### config.mk
export PLATFORM = sky130hd
export DESIGN_NAME = life_automaton_stream_step
export DESIGN_NICKNAME = d
export VERILOG_FILES = /design/src/hw/rtl/lss_pkg.sv /design/src/hw/rtl/lss_queue.sv /design/src/hw/rtl/lss_front.sv /design/src/hw/rtl/lss_back.sv /design/src/hw/rtl/life_automaton_stream_step.sv
export SDC_FILE = /design/constraint.sdc
export NUM_CORES = 1
export LEC_CHECK = 0
export CAP_MARGIN = 20
export CORE_MARGIN = 3
export CORE_UTILIZATION = 53
export CTS_CLUSTER_SIZE = 16
export DETAILED_ROUTE_END_ITERATION = 6
export DONT_BUFFER_PORTS = 1
export GPL_TIMING_DRIVEN = 1
export PLACE_DENSITY_LB_ADDON = 0.15
export SLEW_MARGIN = 15
export SYNTH_ARGS = -nofsm -noshare
export SYNTH_HDL_FRONTEND = slang
export SYNTH_SLANG_ARGS = --single-unit
export TNS_END_PERCENT = 1
### constraint.sdc
create_clock -name clk -period 9.64 [get_ports clk]
set_input_delay 0.482 -clock clk [delete_from_list [all_inputs] [get_ports clk]]
set_output_delay 0.482 -clock clk [all_outputs]
set_load 0.05 [all_outputs]
### src/hw/rtl/lss_pkg.sv
// shared types, constants and the life rule for the streaming life step
// no dependencies; imported by every module of the block
`default_nettype none

package lss_pkg;

	// fixed field widths of the result items
	localparam int ROW_W = 10;
	localparam int COL_W = 5;

	// configuration port
	localparam int CFG_IDX_W  = 8;
	localparam int CFG_DATA_W = 11;
	localparam int ROWS_RAW_W = 11;
	localparam int COLS_RAW_W = 6;

	localparam logic [CFG_IDX_W-1:0] REG_ROWS = 8'd0;
	localparam logic [CFG_IDX_W-1:0] REG_COLS = 8'd1;

	// register values after reset, before clamping to the build limits
	localparam int RESET_ROWS = 20;
	localparam int RESET_COLS = 20;

	// entries in the queue between front and back
	localparam int QUEUE_DEPTH = 4;

	// one result item
	typedef struct packed {
		logic             alive;
		logic [ROW_W-1:0] row;
		logic [COL_W-1:0] col;
		logic             last;
	} result_t;

	// one queue entry: one or two results, emitted first then second
	typedef struct packed {
		logic    two;
		result_t first;
		result_t second;
	} entry_t;

	// queue status seen by the front and the back
	typedef struct packed {
		logic full;
		logic empty;
	} queue_status_t;

	// b3/s23 rule on a 3x3 window; bit 1 of each row is the centre column
	function automatic logic life_next(input logic [2:0] up, input logic [2:0] mid,
		input logic [2:0] low);
		logic [3:0] n;
		n = 4'(up[0]) + 4'(up[1]) + 4'(up[2]) + 4'(mid[0]) + 4'(mid[2])
			+ 4'(low[0]) + 4'(low[1]) + 4'(low[2]);
		return (n == 4'd3) || ((n == 4'd2) && mid[1]);
	endfunction

endpackage

`default_nettype wire

### src/hw/rtl/lss_queue.sv
// short entry queue between the front and the back of the life step
// depends on lss_pkg for the entry and status types
`default_nettype none

module lss_queue
	import lss_pkg::*;
(
	input  wire logic          clk,
	input  wire logic          arst_n,
	input  wire logic          push,
	input  wire entry_t        push_entry,
	input  wire logic          pop,
	output entry_t             head,
	output queue_status_t      status
);

	localparam int PW  = $clog2(QUEUE_DEPTH);
	localparam int CNW = $clog2(QUEUE_DEPTH + 1);

	entry_t         slots_q [QUEUE_DEPTH];
	logic [PW-1:0]  wr_ptr_q;
	logic [PW-1:0]  rd_ptr_q;
	logic [CNW-1:0] count_q;
	logic           do_push;
	logic           do_pop;

	// status and guarded handshakes
	always_comb begin
		status.full  = (count_q == CNW'(QUEUE_DEPTH));
		status.empty = (count_q == '0);
		do_push      = push && !status.full;
		do_pop       = pop && !status.empty;
		head         = slots_q[rd_ptr_q];
	end

	// entry storage
	always_ff @(posedge clk) begin
		if (do_push) begin
			slots_q[wr_ptr_q] <= push_entry;
		end
	end

	// pointers and fill count
	always_ff @(posedge clk or negedge arst_n) begin
		if (!arst_n) begin
			wr_ptr_q <= '0;
			rd_ptr_q <= '0;
			count_q  <= '0;
		end else begin
			if (do_push) begin
				wr_ptr_q <= (wr_ptr_q == PW'(QUEUE_DEPTH - 1)) ? '0 : wr_ptr_q + PW'(1);
			end
			if (do_pop) begin
				rd_ptr_q <= (rd_ptr_q == PW'(QUEUE_DEPTH - 1)) ? '0 : rd_ptr_q + PW'(1);
			end
			if (do_push && !do_pop) begin
				count_q <= count_q + CNW'(1);
			end else if (do_pop && !do_push) begin
				count_q <= count_q - CNW'(1);
			end
		end
	end

endmodule

`default_nettype wire

### src/hw/rtl/lss_front.sv
// front of the life step: takes cells, keeps the row stores and queues results
// depends on lss_pkg for the result types and the life rule
`default_nettype none

module lss_front
	import lss_pkg::*;
#(
	parameter int MAX_COLS = 32,
	parameter int MAX_ROWS = 1024
) (
	input  wire logic                                clk,
	input  wire logic                                arst_n,
	input  wire logic                                cell_valid,
	output logic                                     cell_stall,
	input  wire logic                                cell_alive,
	input  wire logic [$clog2(MAX_ROWS + 1)-1:0]     rows,
	input  wire logic [$clog2(MAX_COLS + 1)-1:0]     cols,
	input  wire logic [MAX_COLS-1:0]                 cols_mask,
	input  wire queue_status_t                       qstat,
	output logic                                     push,
	output entry_t                                   push_entry
);

	localparam int CW = $clog2(MAX_COLS);
	localparam int RW = $clog2(MAX_ROWS);
	localparam int PADW = MAX_COLS + 2;

	typedef enum logic {
		RUN,
		FLUSH
	} state_t;

	state_t              state_q;
	logic [MAX_COLS-1:0] upper_q;
	logic [MAX_COLS-1:0] middle_q;
	logic [MAX_COLS-1:0] current_q;
	logic [RW-1:0]       row_q;
	logic [CW-1:0]       col_q;
	logic [CW-1:0]       flush_col_q;
	logic [CW-1:0]       flush_last_q;
	logic [RW-1:0]       flush_row_q;

	logic                accept;
	logic [MAX_COLS-1:0] cur_w;
	logic                row_end;
	logic                frame_end;
	logic [PADW-1:0]     up_p;
	logic [PADW-1:0]     mid_p;
	logic [PADW-1:0]     low_p;
	logic [CW-1:0]       idx_a;
	logic [CW-1:0]       idx_b;
	logic                res_a;
	logic                res_b;
	logic                flush_done;

	// input handshake and row/frame boundaries
	always_comb begin
		cell_stall = (state_q == FLUSH) || qstat.full;
		accept     = cell_valid && !cell_stall;
		cur_w        = current_q;
		cur_w[col_q] = cell_alive;
		row_end   = (32'(col_q) + 32'd1) >= 32'(cols);
		frame_end = row_end && ((32'(row_q) + 32'd1) >= 32'(rows));
	end

	// two rule evaluations a cycle: columns c-1 and c, or j and j+1 in the flush
	always_comb begin
		up_p  = {1'b0, upper_q & cols_mask, 1'b0};
		mid_p = {1'b0, middle_q & cols_mask, 1'b0};
		if (state_q == RUN) begin
			low_p = {1'b0, cur_w & cols_mask, 1'b0};
			idx_a = col_q - CW'(1);
			idx_b = col_q;
		end else begin
			low_p = '0;
			idx_a = flush_col_q;
			idx_b = flush_col_q + CW'(1);
		end
		res_a = life_next(up_p[idx_a +: 3], mid_p[idx_a +: 3], low_p[idx_a +: 3]);
		res_b = life_next(up_p[idx_b +: 3], mid_p[idx_b +: 3], low_p[idx_b +: 3]);
	end

	// queue entry for this cycle
	always_comb begin
		push_entry = '0;
		push       = 1'b0;
		flush_done = 1'b0;
		unique case (state_q)
			RUN: begin
				push = accept && (row_q != '0) && ((col_q != '0) || row_end);
				push_entry.two = (col_q != '0) && row_end;
				push_entry.second.alive = res_b;
				push_entry.second.row   = ROW_W'(row_q - RW'(1));
				push_entry.second.col   = COL_W'(col_q);
				push_entry.second.last  = 1'b0;
				if (col_q != '0) begin
					push_entry.first.alive = res_a;
					push_entry.first.col   = COL_W'(idx_a);
				end else begin
					push_entry.first.alive = res_b;
					push_entry.first.col   = COL_W'(col_q);
				end
				push_entry.first.row  = ROW_W'(row_q - RW'(1));
				push_entry.first.last = 1'b0;
			end
			FLUSH: begin
				push = !qstat.full;
				push_entry.two          = (flush_col_q != flush_last_q);
				push_entry.first.alive  = res_a;
				push_entry.first.row    = ROW_W'(flush_row_q);
				push_entry.first.col    = COL_W'(flush_col_q);
				push_entry.first.last   = (flush_col_q == flush_last_q);
				push_entry.second.alive = res_b;
				push_entry.second.row   = ROW_W'(flush_row_q);
				push_entry.second.col   = COL_W'(idx_b);
				push_entry.second.last  = (idx_b == flush_last_q);
				flush_done = push && ((flush_col_q == flush_last_q) || (idx_b == flush_last_q));
			end
			default: begin
				push = 1'b0;
			end
		endcase
	end

	// state, row stores and positions
	always_ff @(posedge clk or negedge arst_n) begin
		if (!arst_n) begin
			state_q      <= RUN;
			upper_q      <= '0;
			middle_q     <= '0;
			current_q    <= '0;
			row_q        <= '0;
			col_q        <= '0;
			flush_col_q  <= '0;
			flush_last_q <= '0;
			flush_row_q  <= '0;
		end else begin
			unique case (state_q)
				RUN: begin
					if (accept) begin
						if (row_end) begin
							upper_q   <= middle_q;
							middle_q  <= cur_w;
							current_q <= '0;
						end else begin
							current_q <= cur_w;
						end
						if (frame_end) begin
							// last row still to emit against a dead row below
							state_q      <= FLUSH;
							flush_col_q  <= '0;
							flush_last_q <= col_q;
							flush_row_q  <= row_q;
							row_q        <= '0;
							col_q        <= '0;
						end else if (row_end) begin
							row_q <= row_q + RW'(1);
							col_q <= '0;
						end else begin
							col_q <= col_q + CW'(1);
						end
					end
				end
				FLUSH: begin
					if (flush_done) begin
						// new frame starts with empty stores
						state_q   <= RUN;
						upper_q   <= '0;
						middle_q  <= '0;
						current_q <= '0;
					end else if (push) begin
						flush_col_q <= flush_col_q + CW'(2);
					end
				end
				default: begin
					state_q <= RUN;
				end
			endcase
		end
	end

endmodule

`default_nettype wire

### src/hw/rtl/lss_back.sv
// back of the life step: drains queue entries into the result register
// depends on lss_pkg for the entry and status types
`default_nettype none

module lss_back
	import lss_pkg::*;
(
	input  wire logic          clk,
	input  wire logic          arst_n,
	input  wire entry_t        head,
	input  wire queue_status_t qstat,
	output logic               pop,
	output logic               res_valid,
	input  wire logic          res_stall,
	output logic               next_alive,
	output logic [ROW_W-1:0]   out_row,
	output logic [COL_W-1:0]   out_col,
	output logic               frame_last
);

	logic             res_valid_q;
	logic             slot_q;
	logic             next_alive_q;
	logic [ROW_W-1:0] out_row_q;
	logic [COL_W-1:0] out_col_q;
	logic             frame_last_q;
	logic             load;
	result_t          pick;

	// pick the next result of the head entry
	always_comb begin
		load = (!res_valid_q || !res_stall) && !qstat.empty;
		pick = slot_q ? head.second : head.first;
		pop  = load && (slot_q || !head.two);
	end

	// output valid and slot index
	always_ff @(posedge clk or negedge arst_n) begin
		if (!arst_n) begin
			res_valid_q <= 1'b0;
			slot_q      <= 1'b0;
		end else begin
			if (load) begin
				res_valid_q <= 1'b1;
				slot_q      <= !pop;
			end else if (!res_stall) begin
				res_valid_q <= 1'b0;
			end
		end
	end

	// output payload
	always_ff @(posedge clk) begin
		if (load) begin
			next_alive_q <= pick.alive;
			out_row_q    <= pick.row;
			out_col_q    <= pick.col;
			frame_last_q <= pick.last;
		end
	end

	assign res_valid  = res_valid_q;
	assign next_alive = next_alive_q;
	assign out_row    = out_row_q;
	assign out_col    = out_col_q;
	assign frame_last = frame_last_q;

endmodule

`default_nettype wire

### src/hw/rtl/life_automaton_stream_step.sv
// top level of the streaming life step: configuration registers and the three parts
// depends on lss_pkg, lss_front, lss_queue and lss_back
`default_nettype none

// One generation of Life (born on 3, survives on 2 or 3) over a bounded grid whose
// edges are dead. Cells enter one per cycle in raster order while cell_stall is
// low; the next state of a cell is queued once the cell below and to its right has
// arrived (the cell below, at the end of a row); results leave one per cycle
// from the output register while res_stall is low, and the frame's final cell also
// releases the whole last row, the very last result carrying frame_last. The front
// takes one cell every cycle while the queue is not full; after the final cell of
// a frame it holds off new cells while it queues the last row two results a cycle
// while the queue has room, the single result port draining them. The result port
// carries rows x cols results a frame and keeps pace with the input. A four-entry
// queue separates the front from the result register, so the two sides stall
// independently. Configuration writes are always ready and are meant for idle time.
module life_automaton_stream_step
	import lss_pkg::*;
#(
	parameter int MAX_COLS = 32,
	parameter int MAX_ROWS = 1024
) (
	input  wire logic                  clk,
	input  wire logic                  arst_n,
	input  wire logic                  cell_valid,
	output logic                       cell_stall,
	input  wire logic                  cell_alive,
	output logic                       res_valid,
	input  wire logic                  res_stall,
	output logic                       next_alive,
	output logic [ROW_W-1:0]           out_row,
	output logic [COL_W-1:0]           out_col,
	output logic                       frame_last,
	input  wire logic                  cfg_valid,
	output logic                       cfg_ready,
	input  wire logic [CFG_IDX_W-1:0]  cfg_index,
	input  wire logic [CFG_DATA_W-1:0] cfg_data
);

	localparam int RNW = $clog2(MAX_ROWS + 1);
	localparam int CNW = $clog2(MAX_COLS + 1);
	localparam int RST_ROWS = (RESET_ROWS > MAX_ROWS) ? MAX_ROWS : RESET_ROWS;
	localparam int RST_COLS = (RESET_COLS > MAX_COLS) ? MAX_COLS : RESET_COLS;
	localparam logic [MAX_COLS-1:0] RST_MASK = ~({MAX_COLS{1'b1}} << RST_COLS);

	logic [RNW-1:0]        rows_q;
	logic [CNW-1:0]        cols_q;
	logic [MAX_COLS-1:0]   cols_mask_q;
	logic [ROWS_RAW_W-1:0] rows_raw;
	logic [COLS_RAW_W-1:0] cols_raw;
	logic [RNW-1:0]        rows_clamp;
	logic [CNW-1:0]        cols_clamp;
	logic                  cfg_write;

	logic                  push;
	entry_t                push_entry;
	logic                  pop;
	entry_t                head;
	queue_status_t         qstat;

	// clamp written values into the supported range
	always_comb begin
		cfg_ready = 1'b1;
		cfg_write = cfg_valid && cfg_ready;
		rows_raw  = cfg_data[ROWS_RAW_W-1:0];
		cols_raw  = cfg_data[COLS_RAW_W-1:0];
		priority if (rows_raw < ROWS_RAW_W'(2)) begin
			rows_clamp = RNW'(2);
		end else if (32'(rows_raw) > MAX_ROWS) begin
			rows_clamp = RNW'(MAX_ROWS);
		end else begin
			rows_clamp = RNW'(rows_raw);
		end
		priority if (cols_raw < COLS_RAW_W'(2)) begin
			cols_clamp = CNW'(2);
		end else if (32'(cols_raw) > MAX_COLS) begin
			cols_clamp = CNW'(MAX_COLS);
		end else begin
			cols_clamp = CNW'(cols_raw);
		end
	end

	// configuration registers
	always_ff @(posedge clk or negedge arst_n) begin
		if (!arst_n) begin
			rows_q      <= RNW'(RST_ROWS);
			cols_q      <= CNW'(RST_COLS);
			cols_mask_q <= RST_MASK;
		end else if (cfg_write) begin
			if (cfg_index == REG_ROWS) begin
				rows_q <= rows_clamp;
			end else if (cfg_index == REG_COLS) begin
				cols_q      <= cols_clamp;
				cols_mask_q <= ~({MAX_COLS{1'b1}} << cols_clamp);
			end
		end
	end

	lss_front #(
		.MAX_COLS (MAX_COLS),
		.MAX_ROWS (MAX_ROWS)
	) u_front (
		.clk        (clk),
		.arst_n     (arst_n),
		.cell_valid (cell_valid),
		.cell_stall (cell_stall),
		.cell_alive (cell_alive),
		.rows       (rows_q),
		.cols       (cols_q),
		.cols_mask  (cols_mask_q),
		.qstat      (qstat),
		.push       (push),
		.push_entry (push_entry)
	);

	lss_queue u_queue (
		.clk        (clk),
		.arst_n     (arst_n),
		.push       (push),
		.push_entry (push_entry),
		.pop        (pop),
		.head       (head),
		.status     (qstat)
	);

	lss_back u_back (
		.clk        (clk),
		.arst_n     (arst_n),
		.head       (head),
		.qstat      (qstat),
		.pop        (pop),
		.res_valid  (res_valid),
		.res_stall  (res_stall),
		.next_alive (next_alive),
		.out_row    (out_row),
		.out_col    (out_col),
		.frame_last (frame_last)
	);

endmodule

`default_nettype wire
---- After elaboration in Yosys (flattened, before gate mapping) ----
Memories as Yosys holds them, arrays and structs flattened.
Index checks and enable logic that the tools add are counted.
storage, ports and cells
  bits in registers ....................... 207
  latch bits .............................. 0
  bits in writable memories ............... 140
  ROM bits ................................ 0
  output and inout port bits .............. 20
  word-level logic and storage cells ...... 179
  memories ................................ 1
cells by class
  $add $sub $neg .......................... 26
  multipliers ............................. 0
  div/mod/pow operators ................... 0
  $lt $le $gt $ge ......................... 8
  eq/ne operators ......................... 18
  shift-type cells ........................ 7
  muxes and demuxes ....................... 47
  bitwise gates (word level) .............. 6
  reduce and logical (&&, ||, !) cells .... 45
memories
  name             depth  width  read ports  clocked after Yosys merged registers in  write ports  line             text
  u_queue.slots_q  4      35     1           0                                        1            lss_queue.sv:20  entry_t slots_q [QUEUE_DEPTH];
operators with widths
  operator                                              number
  two-way mux 32 bit                                    7
  indexed part select 34 x 6 -> 3 bit                   6
  one-hot mux 32 bit (2 select lines)                   3
  AND 32 bit                                            3
  one-hot mux 35 bit (2 select lines)                   1
  adder 4 x 1 -> 4 bit                                  12
  two-way mux 5 bit                                     9
  two-way mux 33 bit                                    1
  bitwise mux 32 bit                                    1
  greater-or-equal comparator 32 x 11 -> 1 bit          1
  greater-or-equal comparator 32 x 6 -> 1 bit           1
  NOT 32 bit                                            1
  left shift 32 x 6 -> 32 bit (first input constant)    1
  two-way mux 11 bit                                    2
  two-way mux 10 bit                                    2
  two-way mux 17 bit                                    1
  equality test 4 x 2 -> 1 bit (second input constant)  4
  logical AND 1 bit                                     15
  two-way mux 6 bit                                     2
  AND reduction 3 bit                                   4
  adder 10 x 1 -> 11 bit (second input constant)        1
  > comparator 11 bit (second input constant)           1
  < comparator 11 x 2 -> 1 bit (second input constant)  1
  adder 10 x 1 -> 10 bit (second input constant)        1
  36 further kinds                                      76

---- Longest topological paths before layout ----
Gate-level depths: netlist (run 1).
  depth after elaboration ................. 16
  mapped depth ............................ 26
  depth with buffers taken out ............ 22

---- Modules after synthesis ----
From an unflattened synthesis (run 1), not the netlist that was laid out.
second synthesis, totals
  cells, all modules ...................... 2000
  area total of the unflattened synthesis .. 20794.9 µm²
by module, submodules not included
  module                      times used  cells each  area each (µm²)  seq. area each (µm²)
  lss_front                   1           1518        12060.3          3278.1
  lss_queue                   1           220         5555.3           4379.2
  life_automaton_stream_step  1           218         2326.0           1231.2
  lss_back                    1           44          853.3            560.5

---- Worst setup path before layout (run 1) ----
No wires, ideal clock.
  path type ............................... reg-to-reg
  from .................................... reg u_front.col_q[0]
  to ...................................... mem u_queue.slots_q[0][33] (netlist bit) (data pin)
  setup time .............................. 0.226 ns
  data arrival time ....................... 5.845 ns
  data required time ...................... 9.414 ns
  path slack .............................. 3.568 ns
  stages on the path, launching flop included .. 23
  clock period less this slack ............ 6.072 ns
  path through ............................ dfrtp_1 > clkbuf_1 > clkinv_1 > ha_1 > buf_2 > nor2b_1 > nor2_2 > clkbuf_1 > buf_1 > nand3_1 > a311oi_1 > o31ai_1 > ha_1 > inv_1 > fa_1 > fa_1 > inv_1 > fa_1 > inv_1 > fa_1 > nor3_1 > o41ai_1 > o32ai_1
RTL lines
  item                      line              text
  start: declaration        lss_front.sv:38   logic [CW-1:0] col_q;
  start signal: assignment  lss_front.sv:160  col_q <= col_q + CW'(1);
  end: declaration          lss_queue.sv:20

==> results.toml, run 1 <==
[status]
status = "finished with violations"
violations = "DRC, hold timing"

[detailed_routing]
avgViaCountPerCell = 6.92
drtAntennaViolNets = 0
vias = 16531
dr.pass1.iters = 7
drtIter0Drc = 2076
drc = 1
wire_per_inst_microns = 27.1
wirelength_microns = 64700

[synth]
syn_area_sq_um = 19200
yosysWarningCount = 0
synthFlopType = "dfrtp_1"
ys_async_sr_fraction_pct = 61.6
syn_nets = 2077
synth_area_per_cell_sq_um = 9.60
ys_seq_area_share_pct = 42.9
syn_inst = 2005
synth-edff-count = 117
yosysUniqueCellTypes = 90
ys_ff_latch = 305

[timing]
relSlewSlack_pct = 16.9
timing.final.max_slew_violations = 0
finalCritPeriodShare_pct = 74.5
setup_tns_ps = 0
max_freq_mhz = 139
fin_ws_ps = 2460
finalHoldViolations = 36
min_period_ps = 7180
rsz0062_at_grt = "no"
worst_pin_slew_ps = 1240
setup_viol = 0
finClkSkew_ps = 22.0
hold_ws_ps = -153

[die]
ioPinCount = 45
core-area_sq_um = 35700
die_w_microns = 197
die_area_sq_um = 38600
num_rows = 69
die_y_microns = 197
initial_core_util_pct = 54.0

[cts]
post_cts_resized = 0
hold_buffers = 1
cts.sinks = 305
root_buffer = "clkbuf_16"
h-tree-depth = 2
cts.path.max_buffers = 3
cts_tree = "built"
cts_buffers = 35
clkLatencyLatePin_ps = 550
clk_pin_slew_ps = 70
cts_setup_buffers = 0

[cells_and_area]
n_antenna_cell = 0
nets = 1975
final_cell_mix = "250 x nand2_1, 187 x nand3_1, 162 x dfrtp_1, 117 x edfxtp_1, 103 x o21ai_0"
fin_util_pct = 57.7
syn_to_final_growth_pct = 6.96
layout_commonest_cell = "nand2_1"
drive_gt1_share_pct = 12.3
register_area_sq_um = 8250
fill_cells = 3102
multiInputGateArea_sq_um = 10000

[global_routing]
grtUsageTotal_pct = 33.6
grt_pass1_vias = 16011
grt_overflow = 0
antenna_found_initial = 0
grt_max_degree = 189
grt_pass1_wl_microns = 100000

[setup_path]
arrival_ps = 7450
crit_required_ps = 9910
timing.rr.end = "u_queue.slots_q[0][33]"
reg2reg_depth = 18
worstSetupPathType = "flop to flop"
worstReg2RegStart = "u_front.col_q[0]"
cp-start-kind = "flop"
cp_max_fo = 35
endpoint_kind = "flop"
rrSetupSlack_ps = 2460

[job]
maxCapViolations = 0

[power]
leakage_nw = 8.15
power_per_cell_area_nw_per_um2 = 376
ir_drop_uv = 359

[place]
portBuffers = 0
gp_congestion = 1.01
place_ws_ps = 2560
place_hpwl_microns = 44300

[min_path]
hold_class = "input pin to async pin"
-- kinds of logic after synthesis --
group,after synthesis,share of synthesized area (%)
simple gates,732,19.3
compound gates,536,19.5
flops,305,42.9
buf+inv,243,5.46
mux,107,7.90
fa+ha+maj,47,3.41
xor+xnor,34,1.55
other cells,1,0.0195
-- final cells by class --
type / count / area share (%)
multi-input cells: 1457 / 48.7
flip-flops and latches: 305 / 40.1
clock buffers: 47 / 4.72
well taps: 461 / 2.80
repair buffers: 46 / 1.83
inverters: 58 / 1.06
clock inverters: 16 / 0.821
-- stage by stage --
| step | power [W] | std cells | hold WS (ps) | cell area (sq um) |
|---|---|---|---|---|
| floorplan | 0.00511 | 2005 | 186 | 19200 |
| global placement | 0.00624 | 2323 | 200 | 19400 |
| detailed placement | 0.00630 | 2323 | 200 | 19400 |
| CTS | 0.00766 | 2387 | 28.4 | 20500 |
| global route | 0.00827 | 2390 | 36.1 | 20600 |
| finish | 0.00774 | 2390 | -153 | 20600 |
-- how the worst max path moves through the flow --
| stage | startpoint | endpoint | slack [ps] |
|---|---|---|---|
| floorplan | u_front.col_q[0] | u_queue.slots_q[0][33] | 3570 |
| global placement | u_front.col_q[0] | u_queue.slots_q[0][33] | 2800 |
| detailed placement | u_front.col_q[0] | u_queue.slots_q[0][33] | 2560 |
| CTS | u_front.col_q[0] | u_queue.slots_q[0][33] | 2540 |
| global route | u_front.col_q[0] | u_queue.slots_q[0][33] | 2060 |
| finish | u_front.col_q[0] | u_queue.slots_q[0][33] | 2460 |
-- report_power, final --
group	internal [W]	switching [W]	total [W]
Sequential	0.00183	0.000345	0.00217
Combinational	0.00150	0.00275	0.00424
Clock	0.000770	0.000551	0.00132
Total	0.00409	0.00364	0.00774
-- sequential cells by signal, indices dropped and copies added, names as in the netlist, 2 cells and up --
| name | flops |
|---|---|
| u_queue.slots_q | 100 |
| u_front.current_q | 32 |
| u_front.middle_q | 32 |
| u_front.upper_q | 32 |
| cols_mask_q | 31 |
| rows_q | 11 |
| u_back.out_row | 10 |
| u_front.flush_row_q | 10 |
| u_front.row_q | 10 |
| cols_q | 6 |
| u_back.out_col | 5 |
| u_front.col_q | 5 |
| u_front.flush_last_q | 5 |
| u_front.flush_col_q | 4 |
| u_queue.count_q | 3 |
| u_queue.rd_ptr_q | 2 |
| u_queue.wr_ptr_q | 2 |
-- synthesized netlist by cell type, drive strengths merged, types with 19 or more instances --
cell    number  area, sq um
dfrtp      164         4100
o211ai      33          248
a211oi      24          180
mux2        41          477
nor2        90          343
nand2b      20          125
mux2i       39          435
nor3        30          150
inv         55          206
a22o        69          604
buf         80          439
ha          38          475
a31oi       40          250
a21oi       51          255
xnor2       21          184
dfstp       24          631
o21ai      138          694
edfxtp     117         3510
o31ai       28          210
o22ai       19          119
a311oi      30          263
clkbuf     105          394
nand3      188          941
nand2      250          938
mux4        27          608
and3        32          200
-- layer usage --
layer  routed length [microns]  global-route usage (%)  vias to the layer above
li1                          -                       -                     7344
met1                     28300                    49.6                     8089
met2                     27900                    49.0                      921
met3                      5870                    7.08                      177
met4                      2660                    12.9                        0
met5                         0                       0                        -
-- critical path, cell delays in order (launching register included) --
cell and delay, ps:
dfrtp_1 350, clkinv_1 300, ha_1 690, nor2b_1 330, nor2_4 730, buf_4 450
a311o_1 170, a31oi_1 70, a2111oi_0 680, a31oi_1 200, fa_1 530, fa_1 540
inv_1 60, fa_1 430, inv_1 80, fa_1 400, nor3_1 200, o41ai_1 100
o32ai_1 540
No activity file was read; power rests on OpenSTA's default activity.
==> run 2, diff against run 1 <==
==> constraint.sdc (replaced) <==
create_clock -name clk -period 7.3 [get_ports clk]
set_input_delay 0.365 -clock clk [delete_from_list [all_inputs] [get_ports clk]]
set_output_delay 0.365 -clock clk [all_outputs]
set_load 0.05 [all_outputs]
==> run 2 against run 1 <==
The flow finishes with violations (DRC); worst hold slack gained 170 ps; first-iteration DRC count up 8.7%; global-route usage up 1.1 points; die area is the same; fmax increased by 13%; critical path type unchanged; critical endpoint unchanged; largest power group unchanged.
==> results.toml, run 2 (synthesized netlist as in run 1, its figures left out) <==
[cts]
hold_buffers = 15
post_cts_resized = 0
cts_buffers = 36
clk_pin_slew_ps = 70
cts_setup_buffers = 0
cts_tree = "built"
cts.path.max_buffers = 3
root_buffer = "clkbuf_16"
h-tree-depth = 2
clkLatencyLatePin_ps = 560
cts.sinks = 305

[cells_and_area]
register_area_sq_um = 8250
fill_cells = 3101
syn_to_final_growth_pct = 9.65
multiInputGateArea_sq_um = 10000
drive_gt1_share_pct = 13.8
final_cell_mix = "250 x nand2_1, 187 x nand3_1, 162 x dfrtp_1, 117 x edfxtp_1, 103 x o21ai_0"
n_antenna_cell = 0
largest_register_ffs = 100
layout_commonest_cell = "nand2_1"
nets = 2017
regMostFlops = "u_queue.slots_q"
instances_no_fill = 2434

[setup_path]
worstSetupPathType = "flop to flop"
worstReg2RegStart = "u_front.col_q[1]"
critPathBufInv = 3
timing.rr.end = "u_queue.slots_q[0][33]"
arrival_ps = 6680
endpoint_kind = "flop"
crit_required_ps = 7610
cp_max_fo = 19
crit_family = "adder cells"
crit_top_cell = "fa_1"
cp_cell_sequence = "buf_4 > ha_1 > and4bb_1 > mux2i_1 > nand3b_1 > nand3_1 > and3_1 > a211o_1 > a31oi_1 > fa_1 > fa_1 > inv_1 > fa_1 > inv_1 > fa_1 > nor3_1 > o41ai_1 > o32ai_1"
slowest_delay_ps = 660
cp-start-kind = "flop"
rrSetupSlack_ps = 930
worst_path_max_delay_cell = "mux2i_1"
reg2reg_depth = 18

[detailed_routing]
avgViaCountPerCell = 6.99
drtIter0Drc = 2257
dr.pass1.iters = 7
wirelength_microns = 67300
wire_per_inst_microns = 27.7
vias = 17013
drtAntennaViolNets = 0
drc = 5

[place]
dp.cells = 2353
place_hpwl_microns = 47100
gp_congestion = 0.995
portBuffers = 0
place_ws_ps = 1030

[timing]
finClkSkew_ps = 20.4
finalCritPeriodShare_pct = 87.3
worst_pin_slew_ps = 1250
min_period_ps = 6370
fin_ws_ps = 927
rsz0062_at_grt = "no"
timing.final.max_slew_violations = 0
setup_tns_ps = 0
max_freq_mhz = 157
finalHoldViolations = 0
setup_viol = 0
relSlewSlack_pct = 16.8

[global_routing]
grt_max_degree = 189
met2_usage_pct = 51.9
antenna_found_initial = 0
top_usage_layer = "met2"
grtUsageMet1_pct = 50.3
use_met3_pct = 7.23
grtUsageTotal_pct = 34.7
grt_pass1_vias = 16007
grt_overflow = 0
grt_pass1_wl_microns = 102000

[die]
ioPinCount = 45
die_area_sq_um = 38600
core-area_sq_um = 35700
initial_core_util_pct = 54.0
die_w_microns = 197
die_y_microns = 197
num_rows = 69

[job]
maxCapViolations = 0

[min_path]
hold_class = "input pin to flop"
min_path_cells = 2
min-delay-start = "cfg_data[3]"
min_to = "cols_mask_q[4]"

[status]
violations = "DRC"
status = "finished with violations"

[power]
ir_drop_uv = 494
leakage_nw = 8.41
power_per_cell_area_nw_per_um2 = 505
run 2: area by class of cell:
| cell class | count | share of cell area [%] |
|---|---|---|
| Tap cell | 461 | 2.73 |
| Timing Repair Buffer | 87 | 3.57 |
| Clock buffer | 40 | 4.48 |
| Clock inverter | 26 | 1.63 |
| Multi-Input combinational cell | 1457 | 47.4 |
| Sequential cell | 305 | 39.1 |
| Inverter | 58 | 1.03 |
run 2: how the worst max path moves through the flow:
stage / slack [ps] / start / cells past startpoint / endpoint
floorplan: 1230 / u_front.col_q[0] / 22 / u_queue.slots_q[0][33]
global placement: 1040 / u_front.col_q[1] / 18 / u_queue.slots_q[0][33]
detailed placement: 1030 / u_front.col_q[1] / 18 / u_queue.slots_q[1][33]
CTS: 1010 / u_front.col_q[1] / 18 / u_queue.slots_q[0][33]
global route: 680 / u_front.col_q[1] / 20 / u_queue.slots_q[1][33]
finish: 930 / u_front.col_q[1] / 18 / u_queue.slots_q[0][33]
run 2: per-stage QoR:
step / total power (W) / cell area, sq um / hold WS [ps] / util (%)
3_3_place_gp: 0.00844 / 19600 / 80.1 / 55.0
2_1_floorplan: 0.00674 / 19200 / 69.4 / -
4_1_cts: 0.0105 / 21100 / 1.07 / 59.2
6_report: 0.0107 / 21100 / 13.3 / 59.2
5_1_grt: 0.0113 / 21100 / 13.7 / 59.2
3_5_place_dp: 0.00852 / 19600 / 82.9 / 55.1
run 2: report_power, final:
part / total [W] / switching [W] / internal, W
clock network: 0.00195 / 0.000781 / 0.00117
logic: 0.00581 / 0.00369 / 0.00212
registers: 0.00289 / 0.000474 / 0.00241
run 2: layer usage:
layer / wire length (microns) / share of wire [%]
met5: 0 / 0
met2: 29400 / 44
met4: 2540 / 3.8
met1: 28600 / 42
met3: 6800 / 10
